[config.mk]
export PLATFORM = sky130hd
export DESIGN_NAME = stepper_command_pulse_controller
export DESIGN_NICKNAME = d
export VERILOG_FILES = /design/src/rtl/core/scpc_pkg.sv /design/src/rtl/core/scpc_frame_parser.sv /design/src/rtl/core/scpc_pulse_engine.sv /design/src/rtl/core/stepper_command_pulse_controller.sv
export SDC_FILE = /design/constraint.sdc
export NUM_CORES = 1
export LEC_CHECK = 0
export ABC_AREA = 0
export BUFFER_PORTS_ARGS = -buffer_cell sky130_fd_sc_hd__buf_2
export CAP_MARGIN = 20
export CORE_MARGIN = 4
export CORE_UTILIZATION = 65
export DETAILED_ROUTE_END_ITERATION = 8
export HOLD_SLACK_MARGIN = 0.05
export PLACE_DENSITY = 0.85
export SYNTH_ARGS = -nofsm -noshare
export SYNTH_HDL_FRONTEND = slang
export SYNTH_SLANG_ARGS = --single-unit
[constraint.sdc]
create_clock -name clock -period 9.25 [get_ports clock]
set_input_delay 1.3875 -clock clock [delete_from_list [all_inputs] [get_ports clock]]
set_output_delay 1.3875 -clock clock [all_outputs]
set_load 0.005 [all_outputs]
[src/rtl/core/scpc_pkg.sv]
// Shared types and constants for the stepper command pulse controller.
// Depends on nothing; every module in rtl/core refers to it by scoped names.
package scpc_pkg;

   // Number of driven axes and the width of the visible step/dir line groups
   localparam int AXES      = 3;
   localparam int AXIS_W    = (AXES > 1) ? $clog2(AXES) : 1;
   localparam int LINE_W    = 3;

   // Frame buffer geometry
   localparam int FRAME_MAX = 7;
   localparam int CNT_W     = $clog2(FRAME_MAX + 1);
   localparam int IDX_W     = (FRAME_MAX > 1) ? $clog2(FRAME_MAX) : 1;

   // Command opcodes as they appear in byte 0 of a frame
   localparam logic [7:0] OP_MOVE    = 8'h01;
   localparam logic [7:0] OP_ENABLE  = 8'h02;
   localparam logic [7:0] OP_DISABLE = 8'h03;
   localparam logic [7:0] AXIS_NONE  = 8'd255;

   // Kind of input word
   typedef enum logic [1:0] {
      FUNC_TICK  = 2'd0,
      FUNC_BYTE  = 2'd1,
      FUNC_END   = 2'd2,
      FUNC_READ  = 2'd3
   } func_type;

   // Pending command slot
   typedef struct packed {
      logic        valid;
      logic [1:0]  opcode;
      logic [7:0]  axis;
      logic        dir;
      logic [15:0] steps;
      logic [15:0] half_period;
   } pending_type;

   // Line levels after the current word has been applied
   typedef struct packed {
      logic [LINE_W-1:0] step_lines;
      logic [LINE_W-1:0] dir_lines;
      logic              enable_n;
      logic              moving;
   } lines_type;

endpackage

[src/rtl/core/scpc_frame_parser.sv]
// Frame collector and decoder: buffers command bytes, decodes a frame at its end
// and holds the single pending command slot. Depends on scpc_pkg.
module scpc_frame_parser (
   input  logic                 clock,
   input  logic                 reset,
   input  logic                 accept,
   input  scpc_pkg::func_type   func,
   input  logic [7:0]           data,
   input  logic                 consume,
   output scpc_pkg::pending_type pending
);

   logic [7:0]                  frame_bytes_ff [scpc_pkg::FRAME_MAX];
   logic [scpc_pkg::CNT_W-1:0]  frame_count_ff;
   logic [scpc_pkg::CNT_W-1:0]  frame_count_in;
   scpc_pkg::pending_type       pending_ff;
   scpc_pkg::pending_type       pending_in;
   logic                        byte_write;

   always_comb begin
      frame_count_in = frame_count_ff;
      pending_in     = pending_ff;
      byte_write     = 1'b0;
      if (accept) begin
         case (func)
            scpc_pkg::FUNC_BYTE: begin
               if (frame_count_ff < scpc_pkg::CNT_W'(scpc_pkg::FRAME_MAX)) begin
                  byte_write     = 1'b1;
                  frame_count_in = frame_count_ff + scpc_pkg::CNT_W'(1);
               end
            end
            scpc_pkg::FUNC_END: begin
               frame_count_in = '0;
               if (frame_count_ff != '0) begin
                  if (frame_bytes_ff[0] == scpc_pkg::OP_MOVE &&
                      frame_count_ff >= scpc_pkg::CNT_W'(scpc_pkg::FRAME_MAX)) begin
                     pending_in.valid       = 1'b1;
                     pending_in.opcode      = frame_bytes_ff[0][1:0];
                     pending_in.axis        = frame_bytes_ff[1];
                     pending_in.dir         = (frame_bytes_ff[2] != 8'd0);
                     pending_in.steps       = {frame_bytes_ff[4], frame_bytes_ff[3]};
                     pending_in.half_period = {frame_bytes_ff[6], frame_bytes_ff[5]};
                  end else if (frame_bytes_ff[0] == scpc_pkg::OP_ENABLE ||
                               frame_bytes_ff[0] == scpc_pkg::OP_DISABLE) begin
                     pending_in.valid       = 1'b1;
                     pending_in.opcode      = frame_bytes_ff[0][1:0];
                     // optional axis byte, otherwise the no-axis marker
                     pending_in.axis        = (frame_count_ff >= scpc_pkg::CNT_W'(2)) ?
                                              frame_bytes_ff[1] : scpc_pkg::AXIS_NONE;
                     pending_in.dir         = 1'b0;
                     pending_in.steps       = '0;
                     pending_in.half_period = '0;
                  end
               end
            end
            scpc_pkg::FUNC_TICK: begin
               if (consume) begin
                  pending_in.valid = 1'b0;
               end
            end
            default: begin
            end
         endcase
      end
   end

   always_ff @(posedge clock) begin
      if (byte_write) begin
         frame_bytes_ff[frame_count_ff[scpc_pkg::IDX_W-1:0]] <= data;
      end
   end

   always_ff @(posedge clock) begin
      if (reset) begin
         frame_count_ff <= '0;
         pending_ff     <= '0;
      end else begin
         frame_count_ff <= frame_count_in;
         pending_ff     <= pending_in;
      end
   end

   assign pending = pending_ff;

endmodule

[src/rtl/core/scpc_pulse_engine.sv]
// Pulse train engine: starts the pending command on a tick and times the step
// pulses, direction and enable levels. Depends on scpc_pkg.
module scpc_pulse_engine (
   input  logic                  clock,
   input  logic                  reset,
   input  logic                  tick,
   input  scpc_pkg::pending_type pending,
   output logic                  consume,
   output scpc_pkg::lines_type   lines_next
);

   logic [scpc_pkg::AXIS_W-1:0] active_axis_ff, active_axis_in;
   logic [15:0]                 steps_left_ff, steps_left_in;
   logic [15:0]                 tick_counter_ff, tick_counter_in;
   logic [15:0]                 run_half_period_ff, run_half_period_in;
   logic                        pulse_high_ff, pulse_high_in;
   logic [scpc_pkg::LINE_W-1:0] dir_levels_ff, dir_levels_in;
   logic                        enable_level_ff, enable_level_in;
   logic                        running_ff, running_in;
   logic [15:0]                 count_dec;
   logic [15:0]                 start_half;

   assign consume   = tick && !running_ff && pending.valid;
   assign count_dec = (tick_counter_ff != 16'd0) ? tick_counter_ff - 16'd1 : 16'd0;
   assign start_half = (pending.half_period != 16'd0) ? pending.half_period : 16'd1;

   always_comb begin
      active_axis_in     = active_axis_ff;
      steps_left_in      = steps_left_ff;
      tick_counter_in    = tick_counter_ff;
      run_half_period_in = run_half_period_ff;
      pulse_high_in      = pulse_high_ff;
      dir_levels_in      = dir_levels_ff;
      enable_level_in    = enable_level_ff;
      running_in         = running_ff;
      if (tick && running_ff) begin
         tick_counter_in = count_dec;
         if (count_dec == 16'd0) begin
            if (pulse_high_ff) begin
               pulse_high_in   = 1'b0;
               if (steps_left_ff != 16'd0) begin
                  steps_left_in = steps_left_ff - 16'd1;
               end
               tick_counter_in = run_half_period_ff;
            end else if (steps_left_ff == 16'd0) begin
               running_in = 1'b0;
            end else begin
               pulse_high_in   = 1'b1;
               tick_counter_in = run_half_period_ff;
            end
         end
      end else if (consume) begin
         if (pending.opcode == scpc_pkg::OP_MOVE[1:0]) begin
            if (pending.axis < 8'(scpc_pkg::AXES)) begin
               enable_level_in = 1'b0;
               if (pending.steps != 16'd0) begin
                  for (int i = 0; i < scpc_pkg::LINE_W; i++) begin
                     if (pending.axis == 8'(i)) begin
                        dir_levels_in[i] = pending.dir;
                     end
                  end
                  active_axis_in     = pending.axis[scpc_pkg::AXIS_W-1:0];
                  steps_left_in      = pending.steps;
                  run_half_period_in = start_half;
                  tick_counter_in    = start_half;
                  pulse_high_in      = 1'b1;
                  running_in         = 1'b1;
               end
            end
         end else if (pending.opcode == scpc_pkg::OP_ENABLE[1:0]) begin
            enable_level_in = 1'b0;
         end else if (pending.opcode == scpc_pkg::OP_DISABLE[1:0]) begin
            enable_level_in = 1'b1;
         end
      end
   end

   always_comb begin
      for (int i = 0; i < scpc_pkg::LINE_W; i++) begin
         lines_next.step_lines[i] = running_in && pulse_high_in &&
                                    ({{(8 - scpc_pkg::AXIS_W){1'b0}}, active_axis_in} == 8'(i));
      end
      lines_next.dir_lines = dir_levels_in;
      lines_next.enable_n  = enable_level_in;
      lines_next.moving    = running_in;
   end

   always_ff @(posedge clock) begin
      if (reset) begin
         active_axis_ff     <= '0;
         steps_left_ff      <= '0;
         tick_counter_ff    <= '0;
         run_half_period_ff <= '0;
         pulse_high_ff      <= 1'b0;
         dir_levels_ff      <= '0;
         enable_level_ff    <= 1'b0;
         running_ff         <= 1'b0;
      end else begin
         active_axis_ff     <= active_axis_in;
         steps_left_ff      <= steps_left_in;
         tick_counter_ff    <= tick_counter_in;
         run_half_period_ff <= run_half_period_in;
         pulse_high_ff      <= pulse_high_in;
         dir_levels_ff      <= dir_levels_in;
         enable_level_ff    <= enable_level_in;
         running_ff         <= running_in;
      end
   end

endmodule

[src/rtl/core/stepper_command_pulse_controller.sv]
// Stepper command pulse controller, top level. Uses scpc_pkg, scpc_frame_parser
// and scpc_pulse_engine.
// The result word is registered and appears in the cycle after its input word is accepted.
// Throughput: one word per cycle; the result register frees itself in the
// cycle it is taken, so req_tready stays high under a continuous drain.
// Reset: synchronous, active high; clears all control state, pulse lines low,
// drivers enabled, no pending command. The frame byte buffer is not cleared.
module stepper_command_pulse_controller (
   input  logic        clock,
   input  logic        reset,
   // input channel
   input  logic        req_tvalid,
   output logic        req_tready,
   input  logic [7:0]  req_tdata,   // [7:0] data
   input  logic [1:0]  req_tuser,   // [1:0] func
   // result channel
   output logic        rsp_tvalid,
   input  logic        rsp_tready,
   output logic [15:0] rsp_tdata,   // [2:0] step_lines, [5:3] dir_lines,
                                    // [6] enable_n, [7] read_data, [8] moving,
                                    // [15:9] zero
   output logic        rsp_tuser    // [0] read_valid
);

   logic                   accept;
   logic                   consume;
   scpc_pkg::func_type     func;
   scpc_pkg::pending_type  pending;
   scpc_pkg::lines_type    lines_next;

   // result register
   logic                   rsp_valid_ff, rsp_valid_in;
   scpc_pkg::lines_type    lines_ff;
   logic                   read_data_ff;
   logic                   read_valid_ff;

   // Take a new word whenever the result register is empty or being drained.
   assign req_tready = !rsp_valid_ff || rsp_tready;
   assign accept     = req_tvalid && req_tready;
   assign func       = scpc_pkg::func_type'(req_tuser);

   scpc_frame_parser u_parser (
      .clock   (clock),
      .reset   (reset),
      .accept  (accept),
      .func    (func),
      .data    (req_tdata),
      .consume (consume),
      .pending (pending)
   );

   // Ticks go to the engine only; bytes, frame ends and reads leave it alone.
   scpc_pulse_engine u_engine (
      .clock      (clock),
      .reset      (reset),
      .tick       (accept && func == scpc_pkg::FUNC_TICK),
      .pending    (pending),
      .consume    (consume),
      .lines_next (lines_next)
   );

   // Hold the result until taken; load a fresh one on every accepted word.
   always_comb begin
      rsp_valid_in = rsp_valid_ff;
      if (accept) begin
         rsp_valid_in = 1'b1;
      end else if (rsp_tready) begin
         rsp_valid_in = 1'b0;
      end
   end

   always_ff @(posedge clock) begin
      if (reset) begin
         rsp_valid_ff <= 1'b0;
      end else begin
         rsp_valid_ff <= rsp_valid_in;
      end
   end

   // Payload: lines after the word is applied; a read answers with the pending
   // flag, which a read itself never changes.
   always_ff @(posedge clock) begin
      if (accept) begin
         lines_ff      <= lines_next;
         read_valid_ff <= (func == scpc_pkg::FUNC_READ);
         read_data_ff  <= (func == scpc_pkg::FUNC_READ) && pending.valid;
      end
   end

   assign rsp_tvalid = rsp_valid_ff;
   assign rsp_tuser  = read_valid_ff;
   assign rsp_tdata  = {7'd0, lines_ff.moving, read_data_ff, lines_ff.enable_n,
                        lines_ff.dir_lines, lines_ff.step_lines};

endmodule
==> results of run 1 <==
[routing by layer]
metal | wire length, µm | GRT usage (%)
met5 | 0 | 0
met4 | 315 | 9.11
met3 | 1270 | 5.97
met2 | 8100 | 44.1
met1 | 6900 | 34.5
[cells in the final DEF, fill, tap and decap left out, types with 5 or more instances in the layout]
cell       count
dfxtp_1      104
nand3_1       47
a21oi_1       97
nor3_1        29
inv_1         11
clkbuf_16     18
nand2_1      118
edfxtp_1      66
xnor2_1        6
nand4_1        5
o21ai_0       31
nor2b_1        8
ha_1           6
buf_4          7
nor4_1        16
conb_1         7
or3_1          8
a211oi_1      13
buf_2         25
o21ai_1        8
nand2b_1      10
or4_1          9
nor2_1        69
[cells by family after synthesis]
family	synth area share, %
other	0.0511
XOR/XNOR	0.836
AO/OA/AOI/OAI	14.8
AND/OR/NAND/NOR	23.0
adder cells (fa/ha/maj)	1.02
multiplexers	0.750
flip-flops	55.4
buffers and inverters	4.13
[power by group through the flow]
stage	sequential (mW)	clock (mW)	combinational, mW
after floorplan	0.799	0	0.0155
after global placement	0.798	0	0.0256
after detailed placement	0.799	0	0.0267
after CTS	0.782	0.698	0.0268
after global routing	0.782	0.737	0.0294
final	0.782	0.694	0.0272
[critical path, stage by stage (launching register included)]
cell	delay, ps
dfxtp_1	360
inv_1	70
ha_1	320
or4b_2	690
nor4_1	240
mux2_2	360
or3_1	450
o41ai_4	1010
mux2i_1	270
nor2_1	50
[layout make-up]
cell class | instances | area share (%)
flip-flops and latches | 170 | 50.2
multi-input cells | 557 | 37.2
clock buffers | 22 | 5.75
repair buffers | 35 | 2.75
well taps | 140 | 2.16
clock inverters | 10 | 1.45
inverters | 11 | 0.510
[worst paths after layout]
path                                                 end                                         from
min reg2reg  u_engine.run_half_period_ff[3]$_SDFFE_PP0P_  u_engine.run_half_period_ff[3]$_SDFFE_PP0P_
min          u_engine.run_half_period_ff[3]$_SDFFE_PP0P_  u_engine.run_half_period_ff[3]$_SDFFE_PP0P_
max               u_engine.steps_left_ff[1]$_SDFFE_PP0P_     u_engine.tick_counter_ff[0]$_SDFFE_PP0P_
max reg2reg       u_engine.steps_left_ff[1]$_SDFFE_PP0P_     u_engine.tick_counter_ff[0]$_SDFFE_PP0P_
[metrics by stage]
stage                     power [mW]  instances  hold WS (ps)  area (µm²)
final                           1.50        945           451        8090
after global routing            1.55        945           469        8090
after CTS                       1.51        943           454        8060
after detailed placement       0.825        911           445        7480
after global placement         0.824        910           440        7470
after floorplan                0.814        792           432        7360
[Yosys cell counts, types with 3 or more instances]
library cell	count	area, µm²
mux2_2	4	45.0
nand3b_1	3	22.5
and3_1	4	25.0
buf_6	3	33.8
xnor2_1	6	52.6
clkbuf_1	38	143
nand2b_1	10	62.6
nor3_1	31	155
or4_1	9	67.6
edfxtp_1	66	1980
o21a_1	3	22.5
ha_1	6	75.1
a21oi_1	97	485
o21ai_1	8	40.0
nor2_1	69	259
or3_1	8	50.1
a22o_1	3	26.3
dfxtp_1	104	2080
nor4b_1	4	35.0
o22ai_1	4	25.0
nor3b_1	3	22.5
nand4_1	5	31.3
buf_4	9	67.6
a211oi_1	13	97.6
o21ai_0	31	155
nor4_1	17	106
nand3_1	47	235
a31oi_1	4	25.0
nor2b_1	8	50.1
nand2_1	118	443
inv_1	11	41.3
o41ai_1	4	35.0
[registers in the layout, indices dropped and copies added, names as in the netlist, 3 cells and up]
register and cells:
rsp_tdata 8, u_engine.dir_levels_ff 3, u_engine.run_half_period_ff 16, u_engine.steps_left_ff 16
u_engine.tick_counter_ff 16, u_parser.frame_bytes_ff 56, u_parser.frame_count_ff 3, u_parser.pending 44
==> results.sh, run 1 <==
export IMPL_status="finished, final reports clean"
export IMPL_area_growth_pct=10.3
export IMPL_drive_gt1_share_pct=9.94
export IMPL_viasPerCell=6.40
export IMPL_die_w_um=114
export IMPL_rr_worst_depth=9
export IMPL_n_fill_cell=741
export IMPL_maxCapViolations=0
export IMPL_synth_flop_cell="dfxtp_1"
export IMPL_postCtsSetupRepairBufs=0
export IMPL_finalWorstSetupSlack_ps=5250
export IMPL_drt_initial_drc_count=725
export IMPL_netlist_area_um2=7340
export IMPL_required_ps=9510
export IMPL_vdd_drop_max_uv=195
export IMPL_cts_sinks=170
export IMPL_io_pins=33
export IMPL_routed_wl_um=16600
export IMPL_synth_edff_count=66
export IMPL_ant_nets=0
export IMPL_gr_total_overflow=0
export IMPL_remaining_drc_errors=0
export IMPL_dr_total_vias=6046
export IMPL_seq_area_um2=4060
export IMPL_setup_viol=0
export IMPL_combPwrFrac_pct=1.8
export IMPL_power_frac_seq_pct=52.0
export IMPL_rsz0062_at_grt="no"
export IMPL_p_int_mw=1.20
export IMPL_dp_slack_ps=5180
export IMPL_core_rowCount=38
export IMPL_power_density_nw_per_um2=186
export IMPL_antenna_cells=0
export IMPL_clk_latency_ps=420
export IMPL_clk_transition_reported_paths_ps=60
export IMPL_r2r_slack_ps=5250
export IMPL_ctsResizeCount=0
export IMPL_cp_start_kind="flip-flop"
export IMPL_synthArstFlopShare_pct=0
export IMPL_worstSetupPathType="flip-flop to flip-flop"
export IMPL_fp_coreArea_um2=10900
export IMPL_fp_dieH_um=114
export IMPL_root_buffer="clkbuf_16"
export IMPL_holdBufCountCts=0
export IMPL_maxClockFrequency_mhz=250
export IMPL_fin_worst_skew_ps=9.12
export IMPL_tightest_slew_ps=1090
export IMPL_cts_buffers_inserted=17
export IMPL_finish_utilization_pct=74.0
export IMPL_period_share_pct=43.2
export IMPL_synthCells=786
export IMPL_fin_nets=812
export IMPL_grt_first_pass_wirelength_um=27300
export IMPL_crit_path_end_kind="flip-flop"
export IMPL_switchingPower_mw=0.301
export IMPL_clk_path_buf_depth=2
export IMPL_avgSynthCellArea_um2=9.33
export IMPL_start_util_pct=67.1
export IMPL_hold_depth=2
export IMPL_finalMaxSlewViolations=0
export IMPL_antenna_found_initial=0
export IMPL_ys_seq_area_share_pct=55.4
export IMPL_first_global_vias=5570
export IMPL_max_slew_margin_pct=27.1
export IMPL_ys_ff_latch=170
export IMPL_io_buffers=25
export IMPL_synth_cell_type_count=59
export IMPL_grt_usage_pct=26.5
export IMPL_min_period_ps=4000
export IMPL_fin_setup_tns_ps=0
export IMPL_cts_tree="done"
export IMPL_grt_max_degree=105
export IMPL_place_congestion=0.864
export IMPL_drtPass1Iterations=6
export IMPL_p_sw_share_pct=20.1
export IMPL_wl_per_cell_um=17.5
export IMPL_cp_max_fo=17
export IMPL_htreeDepth=4
export IMPL_critical_path_arrival_ps=4260
export IMPL_power_share_clock_pct=46.2
export IMPL_dieArea_um2=13000
export IMPL_ys_warn_count=0
export IMPL_worst_hold_path_type="flip-flop to flip-flop"
export IMPL_multi_input_area_um2=3010
export IMPL_dp_hpwl_um=10400
export IMPL_p_leak_nw=2.75
export IMPL_finalHoldViolCount=0
No activity file was read; power rests on OpenSTA's default activity.
==> inputs of run 2 (changes only) <==
Settings changed: CORE_UTILIZATION 65 to 55, PLACE_DENSITY 0.85 to 0.76.
Clock period 9.25 ns to 3.3 ns, I/O delays scaled along.
==> results.sh, run 2 (same netlist as run 1, synthesis figures left out) <==
export IMPL_fp_coreArea_um2=12800
export IMPL_clk_path_buf_depth=2
export IMPL_drive_gt1_share_pct=13.0
export IMPL_viasPerCell=6.03
export IMPL_largest_reg_flops=56
export IMPL_drt_initial_drc_count=615
export IMPL_holdBufCountCts=0
export IMPL_fin_worst_skew_ps=8.68
export IMPL_antenna_cells=0
export IMPL_cts_tree="done"
export IMPL_fin_setup_tns_ps=0
export IMPL_layout_commonest_cell="nand2_1"
export IMPL_place_congestion=0.901
export IMPL_path_cells="inv_1 > ha_2 > or4b_4 > nor4_4 > mux2_2 > or3_4 > or4_1 > a31oi_2 > o21ai_0"
export IMPL_min_period_ps=3170
export IMPL_cp_slowest_stage_delay_ps=540
export IMPL_drtPass1Iterations=5
export IMPL_rsz0062_at_grt="no"
export IMPL_clk_latency_ps=430
export IMPL_power_density_nw_per_um2=501
export IMPL_finish_utilization_pct=64.9
export IMPL_grt_usage_pct=23.9
export IMPL_finalMaxSlewViolations=0
export IMPL_dp_hpwl_um=11600
export IMPL_crit_path_end_kind="flip-flop"
export IMPL_start_util_pct=57.2
export IMPL_core_rowCount=41
export IMPL_dieArea_um2=15200
export IMPL_cts_buffers_inserted=17
export IMPL_area_growth_pct=13.4
export IMPL_max_slew_margin_pct=35.5
export IMPL_routed_wl_um=17200
export IMPL_tightest_slew_ps=955
export IMPL_io_buffers=25
export IMPL_fp_dieH_um=123
export IMPL_finalHoldViolCount=0
export IMPL_first_global_vias=5642
export IMPL_worst_hold_path_type="input port to flip-flop"
export IMPL_clk_transition_reported_paths_ps=70
export IMPL_remaining_drc_errors=0
export IMPL_cts_sinks=170
export IMPL_status="finished, final reports clean"
export IMPL_maxCapViolations=0
export IMPL_gr_total_overflow=0
export IMPL_rr_worst_depth=9
export IMPL_maxClockFrequency_mhz=316
export IMPL_worstSetupPathType="flip-flop to flip-flop"
export IMPL_grt_first_pass_wirelength_um=28100
export IMPL_required_ps=3480
export IMPL_io_pins=33
export IMPL_root_buffer="clkbuf_16"
export IMPL_ant_nets=0
export IMPL_cp_top_family="simple AND/OR/NAND/NOR gates"
export IMPL_setup_viol=0
export IMPL_period_share_pct=96.0
export IMPL_hold_depth=3
export IMPL_fin_nets=830
export IMPL_htreeDepth=4
export IMPL_critical_path_arrival_ps=3350
export IMPL_vdd_drop_max_uv=361
export IMPL_crit_cells=9
export IMPL_grt_max_degree=65
export IMPL_die_w_um=123
export IMPL_final_cell_mix="118 x nand2_1, 104 x dfxtp_1, 97 x a21oi_1"
export IMPL_cp_start_kind="flip-flop"
export IMPL_wl_per_cell_um=17.3
export IMPL_p_leak_nw=2.86
export IMPL_cpMaxStageDelayCell="or4_1"
export IMPL_antenna_found_initial=0
export IMPL_cp_max_fo=6
export IMPL_dr_total_vias=5999
export IMPL_path_buf_inv=1
-- run 2: changes by cell type in the layout (fill, tap and decap cells not counted), sizes merged --
cell	previous run	this run
buf	33	53
clkbuf	23	17
inv	13	17
clkinv	3	5
bufinv	2	1
clkdlybuf4s18	1	0
-- run 2: worst register-to-register path, delay by kind of cell, from the launching register on --
| family | cells | cell delay, ps |
|---|---|---|
| muxes | 1 | 360 |
| adders and majority gates | 1 | 200 |
| AOI/OAI and AO/OA | 2 | 300 |
| buffers and inverters | 1 | 90 |
| DFF | 1 | 330 |
| and+or+nand+nor | 4 | 1650 |
-- run 2: worst paths after layout --
check,startpoint,to,slack (ps)
max,u_engine.tick_counter_ff[1]$_SDFFE_PP0P_,rsp_tdata[1]$_DFFE_PP_,130
min,req_tvalid,rsp_tvalid$_SDFFE_PP0P_,350
max reg2reg,u_engine.tick_counter_ff[1]$_SDFFE_PP0P_,rsp_tdata[1]$_DFFE_PP_,130
min reg2reg,u_engine.run_half_period_ff[7]$_SDFFE_PP0P_,u_engine.run_half_period_ff[7]$_SDFFE_PP0P_,450
-- run 2: metal layers --
metal  up-vias  global-route usage [%]  routed length (µm)  share of wire [%]
met2       229                    38.7                8460                 49
met3        28                    4.53                1030                6.0
met4         0                    10.6                 372                2.2
met5         -                       0                   0                  0
li1       2882                       -                   -                  -
met1      2860                    31.3                7310                 43
-- run 2: final cells by class --
cell class                      count  area, µm²
Sequential cell                   170       4060
Timing Repair Buffer               53        393
Clock buffer                       17        425
Clock inverter                     15        140
Inverter                           11       41.3
Multi-Input combinational cell    557       3040
Tap cell                          172        215
Fill cell                        1026       4510
-- run 2: where the power goes --
group	internal, mW	switching, mW	total (mW)
Combinational	0.0200	0.0587	0.0788
Sequential	2.19	0.00368	2.19
Clock	1.05	0.847	1.90
-- run 2: timing repair --
action,in CTS,in global routing
endpoints found under the setup margin,5,6
gates resized for setup,1,5
pin swaps,0,2
cloned,0,0
buffers inserted,0,0
-- run 2: per-stage QoR --
stage | std cells | worst slack, ps | cell area, µm² | hold WS, ps | power, mW
5_1_grt | 995 | 18.8 | 8320 | 340 | 4.30
4_1_cts | 994 | 5.80 | 8270 | 336 | 4.20
3_3_place_gp | 962 | 94.9 | 7700 | 440 | 2.31
6_report | 995 | 131 | 8320 | 353 | 4.17
2_1_floorplan | 792 | 123 | 7370 | 432 | 2.28
3_5_place_dp | 962 | -36.5 | 7700 | 444 | 2.32
==> inputs of run 3 (changes only) <==
Settings changed: BUFFER_PORTS_ARGS -buffer_cell sky130_fd_sc_hd__buf_2 to -buffer_cell sky130_fd_sc_hd__buf_4, GPL_TIMING_DRIVEN from default to 0, PLACE_DENSITY 0.76 to 0.75.
==> results.sh, run 3 (same netlist as run 1, synthesis figures left out) <==
export IMPL_grt_max_degree=17
export IMPL_antenna_cells=0
export IMPL_p_int_mw=3.40
export IMPL_fp_dieH_um=123
export IMPL_clk_latency_ps=420
export IMPL_io_pins=33
export IMPL_dieArea_um2=15200
export IMPL_place_congestion=0.908
export IMPL_power_density_nw_per_um2=503
export IMPL_dp_hpwl_um=13100
export IMPL_grt_usage_pct=25.7
export IMPL_crit_path_end_kind="flip-flop"
export IMPL_fin_hold_ws_ps=323
export IMPL_io_buffers=25
export IMPL_wl_per_cell_um=18.0
export IMPL_cp_max_fo=6
export IMPL_cp_top_family="simple AND/OR/NAND/NOR gates"
export IMPL_fin_worst_skew_ps=7.32
export IMPL_dp_cells=990
export IMPL_critical_path_arrival_ps=3390
export IMPL_finalHoldViolCount=0
export IMPL_wl_met1_um=8040
export IMPL_cts_sinks=170
export IMPL_tightest_slew_ps=998
export IMPL_cts_buffers_inserted=17
export IMPL_power_share_clock_pct=46.6
export IMPL_core_rowCount=41
export IMPL_fin_nets=865
export IMPL_p_sw_share_pct=21.0
export IMPL_root_buffer="clkbuf_16"
export IMPL_setup_viol=0
export IMPL_cp_slowest_stage_delay_ps=590
export IMPL_n_fill_cell=1031
export IMPL_clk_path_buf_depth=2
export IMPL_min_period_ps=3250
export IMPL_p_leak_nw=2.92
export IMPL_routed_wl_um=18600
export IMPL_htreeDepth=4
export IMPL_largest_reg_flops=56
export IMPL_route_met2_wl_um=8750
export IMPL_worstSetupPathType="flip-flop to flip-flop"
export IMPL_cpMaxStageDelayCell="or4_4"
export IMPL_finish_utilization_pct=66.6
export IMPL_crit_top_cell="or3_4"
export IMPL_layout_commonest_cell="nand2_1"
export IMPL_required_ps=3440
export IMPL_cts_tree="done"
export IMPL_drt_initial_drc_count=673
export IMPL_drtPass1Iterations=5
export IMPL_remaining_drc_errors=0
export IMPL_route_met3_wl_um=1330
export IMPL_switchingPower_mw=0.903
export IMPL_ant_nets=0
export IMPL_gr_total_overflow=0
export IMPL_fp_coreArea_um2=12800
export IMPL_first_global_vias=5901
export IMPL_routed_top_layer="met4"
export IMPL_final_cell_mix="118 x nand2_1, 102 x dfxtp_1, 96 x a21oi_1"
export IMPL_combPwrFrac_pct=2.4
export IMPL_rsz0062_at_grt="no"
export IMPL_vdd_drop_max_uv=474
export IMPL_final_design_area_no_fill_um2=8540
export IMPL_start_util_pct=57.2
export IMPL_cp_start_kind="flip-flop"
export IMPL_finalWorstSetupSlack_ps=47.7
export IMPL_drive_gt1_share_pct=12.8
export IMPL_viasPerCell=6.03
export IMPL_clk_transition_reported_paths_ps=70
export IMPL_dp_slack_ps=-357
export IMPL_finalMaxSlewViolations=0
export IMPL_status="finished, final reports clean"
export IMPL_grt_first_pass_wirelength_um=30300
export IMPL_max_slew_margin_pct=32.9
export IMPL_placed_cell_area_um2=7790
export IMPL_worst_hold_path_type="input port to flip-flop"
export IMPL_final_cells=1030
export IMPL_maxCapViolations=0
export IMPL_antenna_found_initial=0
export IMPL_die_w_um=123
export IMPL_maxClockFrequency_mhz=307
export IMPL_area_growth_pct=16.5
export IMPL_path_cells="or4_4 > nor4_4 > mux2_4 > or3_4 > or3_4 > o41ai_4 > nand2_1"
export IMPL_period_share_pct=98.6
export IMPL_path_buf_inv=0
export IMPL_power_frac_seq_pct=51.0
export IMPL_dr_total_vias=6213
[run 3: changes by cell type in the layout (fill, tap and decap cells not counted), moves of 2 or more]
cell and change:
nor3_1 +2, buf_2 -25, buf_6 +2, nor3_2 -2
buf_4 +18, dfxtp_1 -2, buf_12 -3, inv_1 -2
clkbuf_1 +38, inv_2 +2, buf_1 +2, clkinv_2 -2
clkbuf_4 +3
[run 3: through the flow]
step	total power, mW	setup TNS, ps
2_1_floorplan	2.28	0
3_3_place_gp	2.34	-3220
3_5_place_dp	2.34	-3450
4_1_cts	4.31	0
5_1_grt	4.42	0
6_report	4.30	0
[run 3: final cells by class]
| cell class | count | area [µm²] | area share (%) |
|---|---|---|---|
| tap | 172 | 215 | 2.52 |
| inverter | 11 | 41.3 | 0.483 |
| clock buffer | 18 | 450 | 5.27 |
| sequential | 170 | 4070 | 47.6 |
| multi-input combinational | 557 | 3090 | 36.2 |
| clock inverter | 14 | 155 | 1.82 |
| buffer | 52 | 248 | 2.90 |
| timing repair buffer | 36 | 273 | 3.19 |
[run 3: path summary, 6_finish.rpt]
| kind | start | to | slack [ps] | depth (start not counted) |
|---|---|---|---|---|
| setup reg to reg | u_engine.tick_counter_ff[6]$_SDFFE_PP0P_ | rsp_tdata[8]$_DFFE_PP_ | 50 | 7 |
| setup / recovery | u_engine.tick_counter_ff[6]$_SDFFE_PP0P_ | rsp_tdata[8]$_DFFE_PP_ | 50 | 7 |
| hold / removal | req_tdata[7] | u_parser.frame_bytes_ff[1][7]$_DFFE_PP_ | 320 | 1 |
| hold reg to reg | u_engine.run_half_period_ff[14]$_SDFFE_PP0P_ | u_engine.run_half_period_ff[14]$_SDFFE_PP0P_ | 460 | 2 |
[run 3: per-layer routing]
layer | vias to the layer above | GRT usage, %
li1 | 2947 | -
met1 | 2967 | 34.4
met2 | 261 | 41.2
met3 | 38 | 4.94
met4 | 0 | 10.6
met5 | - | 0
[run 3: power groups by stage]
stage	sequential, mW	clock [mW]	combinational [mW]
finish	2.19	2.00	0.103
global route	2.19	2.12	0.112
floorplan	2.24	0	0.0433
global placement	2.24	0	0.0991
detailed placement	2.24	0	0.100
CTS	2.19	2.02	0.101
[run 3: repair_timing]
| action | 4_1_cts | 5_1_grt |
|---|---|---|
| hold endpoints to repair | 0 | 0 |
| hold buffers | 0 | 0 |
| resized for setup | 16 | 8 |
| pin swaps | 5 | 12 |
| setup endpoints to repair | 26 | 29 |
| setup buffers | 3 | 4 |
[run 3: worst reg2reg max path, delay by kind of cell (launching register included)]
family           cells  cell delay [ps]
AO/OA/AOI/OAI        1              400
flip-flops           1              380
multiplexers         1              320
AND/OR/NAND/NOR      5             1880
